$ cat src/sv/pns_ram.sv
// generic single-port-write, one-read synchronous ram, registered read
// no dependencies
module pns_ram #(
   parameter int Width = 8,
   parameter int Depth = 16
) (
   input  logic                     clock,
   input  logic                     wr_en,
   input  logic [$clog2(Depth)-1:0] wr_addr,
   input  logic [Width-1:0]         wr_data,
   input  logic [$clog2(Depth)-1:0] rd_addr,
   output logic [Width-1:0]         rd_data
);
   logic [Width-1:0] mem_ff [Depth];

   always_ff @(posedge clock) begin
      if (wr_en) mem_ff[wr_addr] <= wr_data;
      rd_data <= mem_ff[rd_addr];
   end
endmodule

$ cat config.mk
export PLATFORM = sky130hd
export DESIGN_NAME = pns_ram
export DESIGN_NICKNAME = d
export VERILOG_FILES = /design/src/sv/pns_ram.sv
export SDC_FILE = /design/constraint.sdc
export NUM_CORES = 1
export LEC_CHECK = 0
export ABC_AREA = 1
export BUFFER_PORTS_ARGS = -buffer_cell sky130_fd_sc_hd__buf_2
export CAP_MARGIN = 20
export CORE_ASPECT_RATIO = 0.75
export CORE_MARGIN = 2
export CORE_UTILIZATION = 61
export DETAILED_ROUTE_END_ITERATION = 8
export PLACE_DENSITY = 0.77
export SLEW_MARGIN = 5
export SYNTH_ARGS = -nofsm -noshare
export SYNTH_HDL_FRONTEND = slang
export SYNTH_SLANG_ARGS = --single-unit
$ cat constraint.sdc
create_clock -name clock -period 1.15 [get_ports clock]
set_input_delay 0.0575 -clock clock [delete_from_list [all_inputs] [get_ports clock]]
set_output_delay 0.0575 -clock clock [all_outputs]
set_load 0.05 [all_outputs]
# Yosys cells after proc, flatten, opt, wreduce, memory -nomap -nowiden

Memory sizes are Yosys's and may differ from the RTL's. A register that Yosys moved wholly into a read port is not among the register bits.
Cells that the tools add are included.

Word-level logic and storage cells: 3
Register bits: 0
Bits in writable memories: 128
Memories: 1
Input bits: 18
Output and inout bits: 8

Memories:

| memory | words | bits a word | read ports | clocked after memory_dff | wr ports | line | source |
|---|---|---|---|---|---|---|---|
| mem_ff | 16    | 8           | 1          | 1                        | 1        | 14   | `logic [Width-1:0] mem_ff [Depth];` |

Muxes and demuxes: 2

Operator list:

| operator          | count |
|---|---|
| 1-bit two-way mux | 2 |

# Longest topological paths before layout

Gate-level depths: netlist (run 1).

Depth after elaboration: 2
Depth in mapped cells: 8
Gate-level depth less buffers: 7

# Worst setup path before layout (run 1)

No wires, ideal clock.

Path type: input to register
From: in wr_addr[2]
To: mem mem_ff[10][0] (enable)
Setup slack: 0.142 ns
Path buffers: 0
Cell stages on the path: 2
Library setup time: 0.370 ns
Arrival time: 0.638 ns
Required time: 0.780 ns
Cell sequence: nand3b_1 nor2_1

RTL lines:

| what        | line | source |
|---|---|---|
| from (decl) | 9    | `input logic [$clog2(Depth)-1:0] wr_addr,` |
| to (decl)   | 14   |  |

No word-level cell before the write port.

# Final worst setup path (run 1)

From: reg rd_data[4] (read register of mem_ff)
To: out rd_data[4]

RTL lines:

| what        | line | source |
|---|---|---|
| from (decl) | 12   | `output logic [Width-1:0] rd_data` |

No word-level cell between the ends.

==> results of run 1 <==
[kinds of logic after synthesis]
kind of cell / Yosys count / synth area share
DFF: 136 / 0.694
buffers and inverters: 126 / 0.0952
and+or+nand+nor: 289 / 0.210
[cell usage in the layout, fill, tap and decap left out]
master	count
nand3b_1	2
clkinv_1	1
nor2_1	17
dfxtp_1	8
inv_1	100
dlygate4sd3_1	1
nand2_1	173
bufinv_16	3
clkbuf_8	3
clkinvlp_4	2
buf_4	19
buf_2	23
clkbuf_4	1
buf_12	5
inv_2	2
nand3_1	97
clkbuf_1	3
clkbuf_16	17
edfxtp_1	128
clkinv_2	3
[synth_stat cells, drive strengths merged]
| cell | n |
|---|---|
| buf | 24 |
| dfxtp | 8 |
| edfxtp | 128 |
| inv | 102 |
| nand2 | 173 |
| nand3 | 97 |
| nand3b | 2 |
| nor2 | 17 |
[registers in the layout, indices dropped and copies added (netlist names)]
signal and count:
mem_ff 128, rd_data 8
[final cells by class]
class                      instances  area, µm²  area share
clock buffer                      23        478      0.0709
clock inverter                     9        124      0.0184
inverter                         102        383      0.0568
multi-input combinational        289       1210       0.180
sequential                       136       4000       0.594
tap                              128        160      0.0238
timing repair buffer              49        375      0.0557
[repair_timing]
action                                  CTS  global route
hold endpoints to repair                  2             0
hold buffers                              1             0
endpoints found under the setup margin    0             2
gates resized for setup                   0             3
[worst min-delay path by stage]
stage	startpoint	to	slack [ns]
2_1_floorplan	wr_data[0]	mem_ff[0][0]	0.16
3_3_place_gp	rd_addr[3]	rd_data[4]	0.41
3_5_place_dp	rd_addr[3]	rd_data[3]	0.42
4_1_cts	rd_addr[2]	rd_data[2]	0.05
5_1_grt	rd_addr[2]	rd_data[2]	0.07
6_report	rd_addr[2]	rd_data[2]	0.07
[routing by layer]
metal	part of all wire	global-route usage
met1	0.45	0.418
met2	0.43	0.395
met3	0.11	0.0761
met4	0.013	0.0823
met5	0	0
[power breakdown]
part	internal (mW)	total, mW	switching, mW
Sequential	5.54	5.59	0.0426
Clock	3.56	5.43	1.87
Combinational	0.228	0.826	0.598
==> run_results.csv, run 1 <==
group,metric,value,unit
global_routing,grt_overflow_total,0,
timing,hold_viol_final,0,
critical_path,crit_fanout,1,
global_routing,first_global_vias,3624,
power_and_ir_drop,fin_total_pwr,11.8,mW
drt,drt_pass1_iterations,5,
power_and_ir_drop,p_leak,2.95,nW
die,fp.coreArea,9120,µm²
synthesis,syn_area,5770,µm²
synthesis,ys_seq_area_frac,0.694,
synthesis,synth_top_area_frac,0.667,
die,start_util,0.632,
min_path,hold_depth,4,
critical_path,crit_required,1.09,ns
cts,cts-root-buf,"clkbuf_16",
critical_path,path_buf_inv,1,
critical_path,start_kind,"register",
critical_path,cpPeakStageDelay,0.36,ns
power_and_ir_drop,ir_worst_vdd,0.00152,V
layout,final_core_util,0.739,
cts,clk_pin_slew,0.05,ns
synthesis,post_synth_num_cell_types,12,
cts,cts_setup_buffers,0,
drt,routed_wl,12800,µm
drt,first_iter_violations,602,
place,hpwl,7930,µm
cts,numClockSinks,136,
die,dieArea,10300,µm²
layout,fin_cells,736,
timing,setup_tns,0,ns
timing,layout_setup_ws,0.0433,ns
place,preCtsSetupSlack,0.0247,ns
drt,vias_per_cell,5.34,
timing,rsz0062_at_grt,"no",
drt,wire_per_inst,17.4,µm
die,die_w,116,µm
timing,timing_worst_slew_pin_value,0.387,ns
critical_path,cp-endpoint,"rd_data[4]",
cts,cts_tree,"yes",
timing,fin_crit,1.11,ns
global_routing,grt_usage,0.276,
layout,drive_above_1_share,0.128,
cts,clkLatencyLatePin,0.41,ns
critical_path,worstSetupPathType,"register to output pin",
critical_path,critical-path-top-delay-family,"flip-flops",
critical_path,reg2reg_from,"mem_ff[13][7]",
critical_path,r2r_cells,6,
run,maxCapViolCount,0,
layout,syn2layout_area_growth,16.8,%
global_routing,grt_pass1_wl,19800,µm
drt,vias,3932,
synthesis,syn_area_per_cell,10.5,µm²
synthesis,synth-seq-cells,136,
critical_path,cp.arrival,1.05,ns
die,rows,30,
layout,nFillCells,617,
layout,fin_area,6740,µm²
status,status,"completed",
timing,fin_crit_sh,0.962,
critical_path,critPathCaptureType,"output pin",
drt,ant_nets,0,
power_and_ir_drop,powerDensity,1760,nW/µm²
synthesis,yosysTopAreaCell,"edfxtp_1",
min_path,min_path_type,"input pin to register",
timing,slew_viol_final,0,
timing,hold_ws,0.0715,ns
cts,clk_path_buf_depth,2,
cts,htreeDepth,4,
critical_path,path_cells,"buf_2",
drt,remaining_drc_errors,0,
synthesis,synth_nets,569,
synthesis,syn_inst,551,
synthesis,yosysWarnings,0,
critical_path,crit_slowest_cell,"dfxtp_1",
place,place_area,6120,µm²
cts,cts_buffers,17,
critical_path,r2r_setup_slack,0.06,ns
timing,finalClockSkew,0.00819,ns
timing,max-slew-margin-rel,0.742,
place,placedCellCount,703,
place,io_buffers,25,
die,io_pins,26,
layout,final_net_count,613,
critical_path,critical_path_depth,1,
critical_path,startpoint,"rd_data[4]",
global_routing,antenna_found_initial,0,
place,place_congestion,0.876,
timing,finalSetupViolations,0,
critical_path,r2r-end,"rd_data[7]",
timing,max_freq,0.904,GHz
layout,num_antenna_cells,0,
synthesis,synth_area_leaders,"edfxtp_1, nand2_1, nand3_1, inv_1, dfxtp_1",
global_routing,grt_max_degree,65,
die,die_y,88.2,µm
Power figures use the tool's default switching activity.
==> run 2: changes to the inputs <==
==> constraint.sdc (replaced) <==
create_clock -name clock -period 1.15 [get_ports clock]
set_input_delay 0.115 -clock clock [delete_from_list [all_inputs] [get_ports clock]]
set_output_delay 0.115 -clock clock [all_outputs]
set_load 0.05 [all_outputs]
==> run 2 against run 1 <==
  * Non-clock buffer count rose by 2
  * Global-route usage fell by 0.063 points
  * Final area is 0.35% lower
  * Power decreased by 3.0%
  * Wire length grew 0.41%
  * Critical path depth unchanged
  * Clock skew rose by 0.0025 ns
  * Register-to-register slack gained 0.04 ns
  * Largest cell class unchanged
==> run_results.csv, run 2 (synthesis gave the netlist of run 1 again) <==
group,metric,value,unit
die,die_y,88.2,µm
layout,nFillCells,613,
critical_path,critical-path-top-delay-family,"flip-flops",
cts,clk_path_buf_depth,2,
drt,vias_per_cell,5.31,
cts,cts_buffers,17,
place,preCtsSetupSlack,-0.0517,ns
layout,register_area,4000,µm²
critical_path,path_cells,"buf_4",
cts,cts_tree,"yes",
global_routing,antenna_found_initial,0,
die,io_pins,26,
cts,numClockSinks,136,
power_and_ir_drop,powerDensity,1710,nW/µm²
drt,ant_nets,0,
cts,cts-root-buf,"clkbuf_16",
layout,drive_above_1_share,0.128,
power_and_ir_drop,ir_worst_vdd,0.00134,V
die,dieArea,10300,µm²
layout,final_core_util,0.736,
drt,routed_wl,12900,µm
cts,clk_pin_slew,0.05,ns
timing,rsz0062_at_grt,"no",
timing,max_freq,0.894,GHz
global_routing,grt_pass1_wl,19700,µm
drt,wire_per_inst,17.4,µm
critical_path,crit_required,1.03,ns
layout,multi_input_area,1210,µm²
die,die_w,116,µm
timing,hold_viol_final,0,
cts,cts_hold_buf,0,
layout,top_register,"mem_ff",
critical_path,start_kind,"register",
critical_path,cpPeakStageDelay,0.37,ns
drt,first_iter_violations,516,
power_and_ir_drop,p_leak,2.94,nW
layout,largestRegisters,"mem_ff: 128 flops, rd_data: 8 flops",
timing,fin_crit_sh,0.973,
die,fp.coreArea,9120,µm²
critical_path,path_buf_inv,1,
run,maxCapViolCount,0,
critical_path,worstSetupPathType,"register to output pin",
timing,fin_crit,1.12,ns
timing,slew_viol_final,0,
global_routing,grt_overflow_total,0,
cts,htreeDepth,4,
timing,max-slew-margin-rel,0.730,
timing,timing_worst_slew_pin_value,0.404,ns
layout,final_common_cell,"nand2_1",
status,status,"completed",
critical_path,cp.arrival,1.00,ns
layout,final_net_count,615,
place,place_congestion,0.918,
critical_path,crit_fanout,1,
drt,drt_pass1_iterations,5,
layout,fin_cells,738,
die,rows,30,
power_and_ir_drop,fin_total_pwr,11.5,mW
timing,finalClockSkew,0.0107,ns
drt,vias,3922,
drt,remaining_drc_errors,0,
global_routing,grt_usage,0.275,
layout,syn2layout_area_growth,16.4,%
die,start_util,0.632,
place,io_buffers,25,
layout,largest_register_ffs,128,
critical_path,crit_slowest_cell,"dfxtp_1",
timing,finalSetupViolations,0,
min_path,min_path_type,"input pin to register",
place,placedCellCount,706,
global_routing,grt_max_degree,41,
global_routing,first_global_vias,3599,
layout,num_antenna_cells,0,
critical_path,critPathCaptureType,"output pin",
layout,layout_common_cells,"nand2_1, edfxtp_1, inv_1, nand3_1, buf_2",
place,hpwl,7930,µm
timing,layout_setup_ws,0.0316,ns
cts,clkLatencyLatePin,0.41,ns
## run 2: layout make-up
type | count | share of cell area
clock buffers | 21 | 0.0656
clock inverters | 11 | 0.0158
inverters | 102 | 0.0570
multi-input cells | 289 | 0.181
flip-flops and latches | 136 | 0.596
well taps | 128 | 0.0239
repair buffers | 51 | 0.0606
## run 2: timing repair
| action | in CTS | in global routing |
|---|---|---|
| setup buffers | 0 | 0 |
| endpoints found under the hold margin | 0 | 0 |
| setup endpoints to repair | 2 | 2 |
| resized for setup | 2 | 2 |
## run 2: report_power, final
part	total, mW	switching [mW]	internal (mW)
sequential	5.58	0.0391	5.54
clock	5.06	1.91	3.15
combinational	0.845	0.603	0.242
## run 2: worst paths after layout
check | depth (start not counted) | slack [ns] | start | endpoint
max | 1 | 0.03 | rd_data[5] | rd_data[5]
min | 3 | 0.06 | rd_addr[3] | rd_data[6]
max reg2reg | 6 | 0.10 | mem_ff[9][4] | rd_data[4]
min reg2reg | 6 | 0.66 | mem_ff[2][4] | rd_data[4]
## run 2: per-layer routing
layer,vias to the layer above,track usage,part of all wire
li1,1866,-,-
met2,255,0.371,0.42
met5,-,0,0
met4,0,0.0920,0.022
met3,26,0.0934,0.11
met1,1775,0.420,0.45
## run 2: through the flow
| stage | TNS, ns | hold WS [ns] | cell area, µm² |
|---|---|---|---|
| 6_report | 0 | 0.0572 | 6710 |
| 5_1_grt | 0 | 0.0461 | 6710 |
| 4_1_cts | 0 | 0.0459 | 6710 |
| 3_5_place_dp | -0.354 | 0.480 | 6160 |
| 3_3_place_gp | -0.0118 | 0.481 | 6160 |
| 2_1_floorplan | 0 | 0.214 | 5770 |
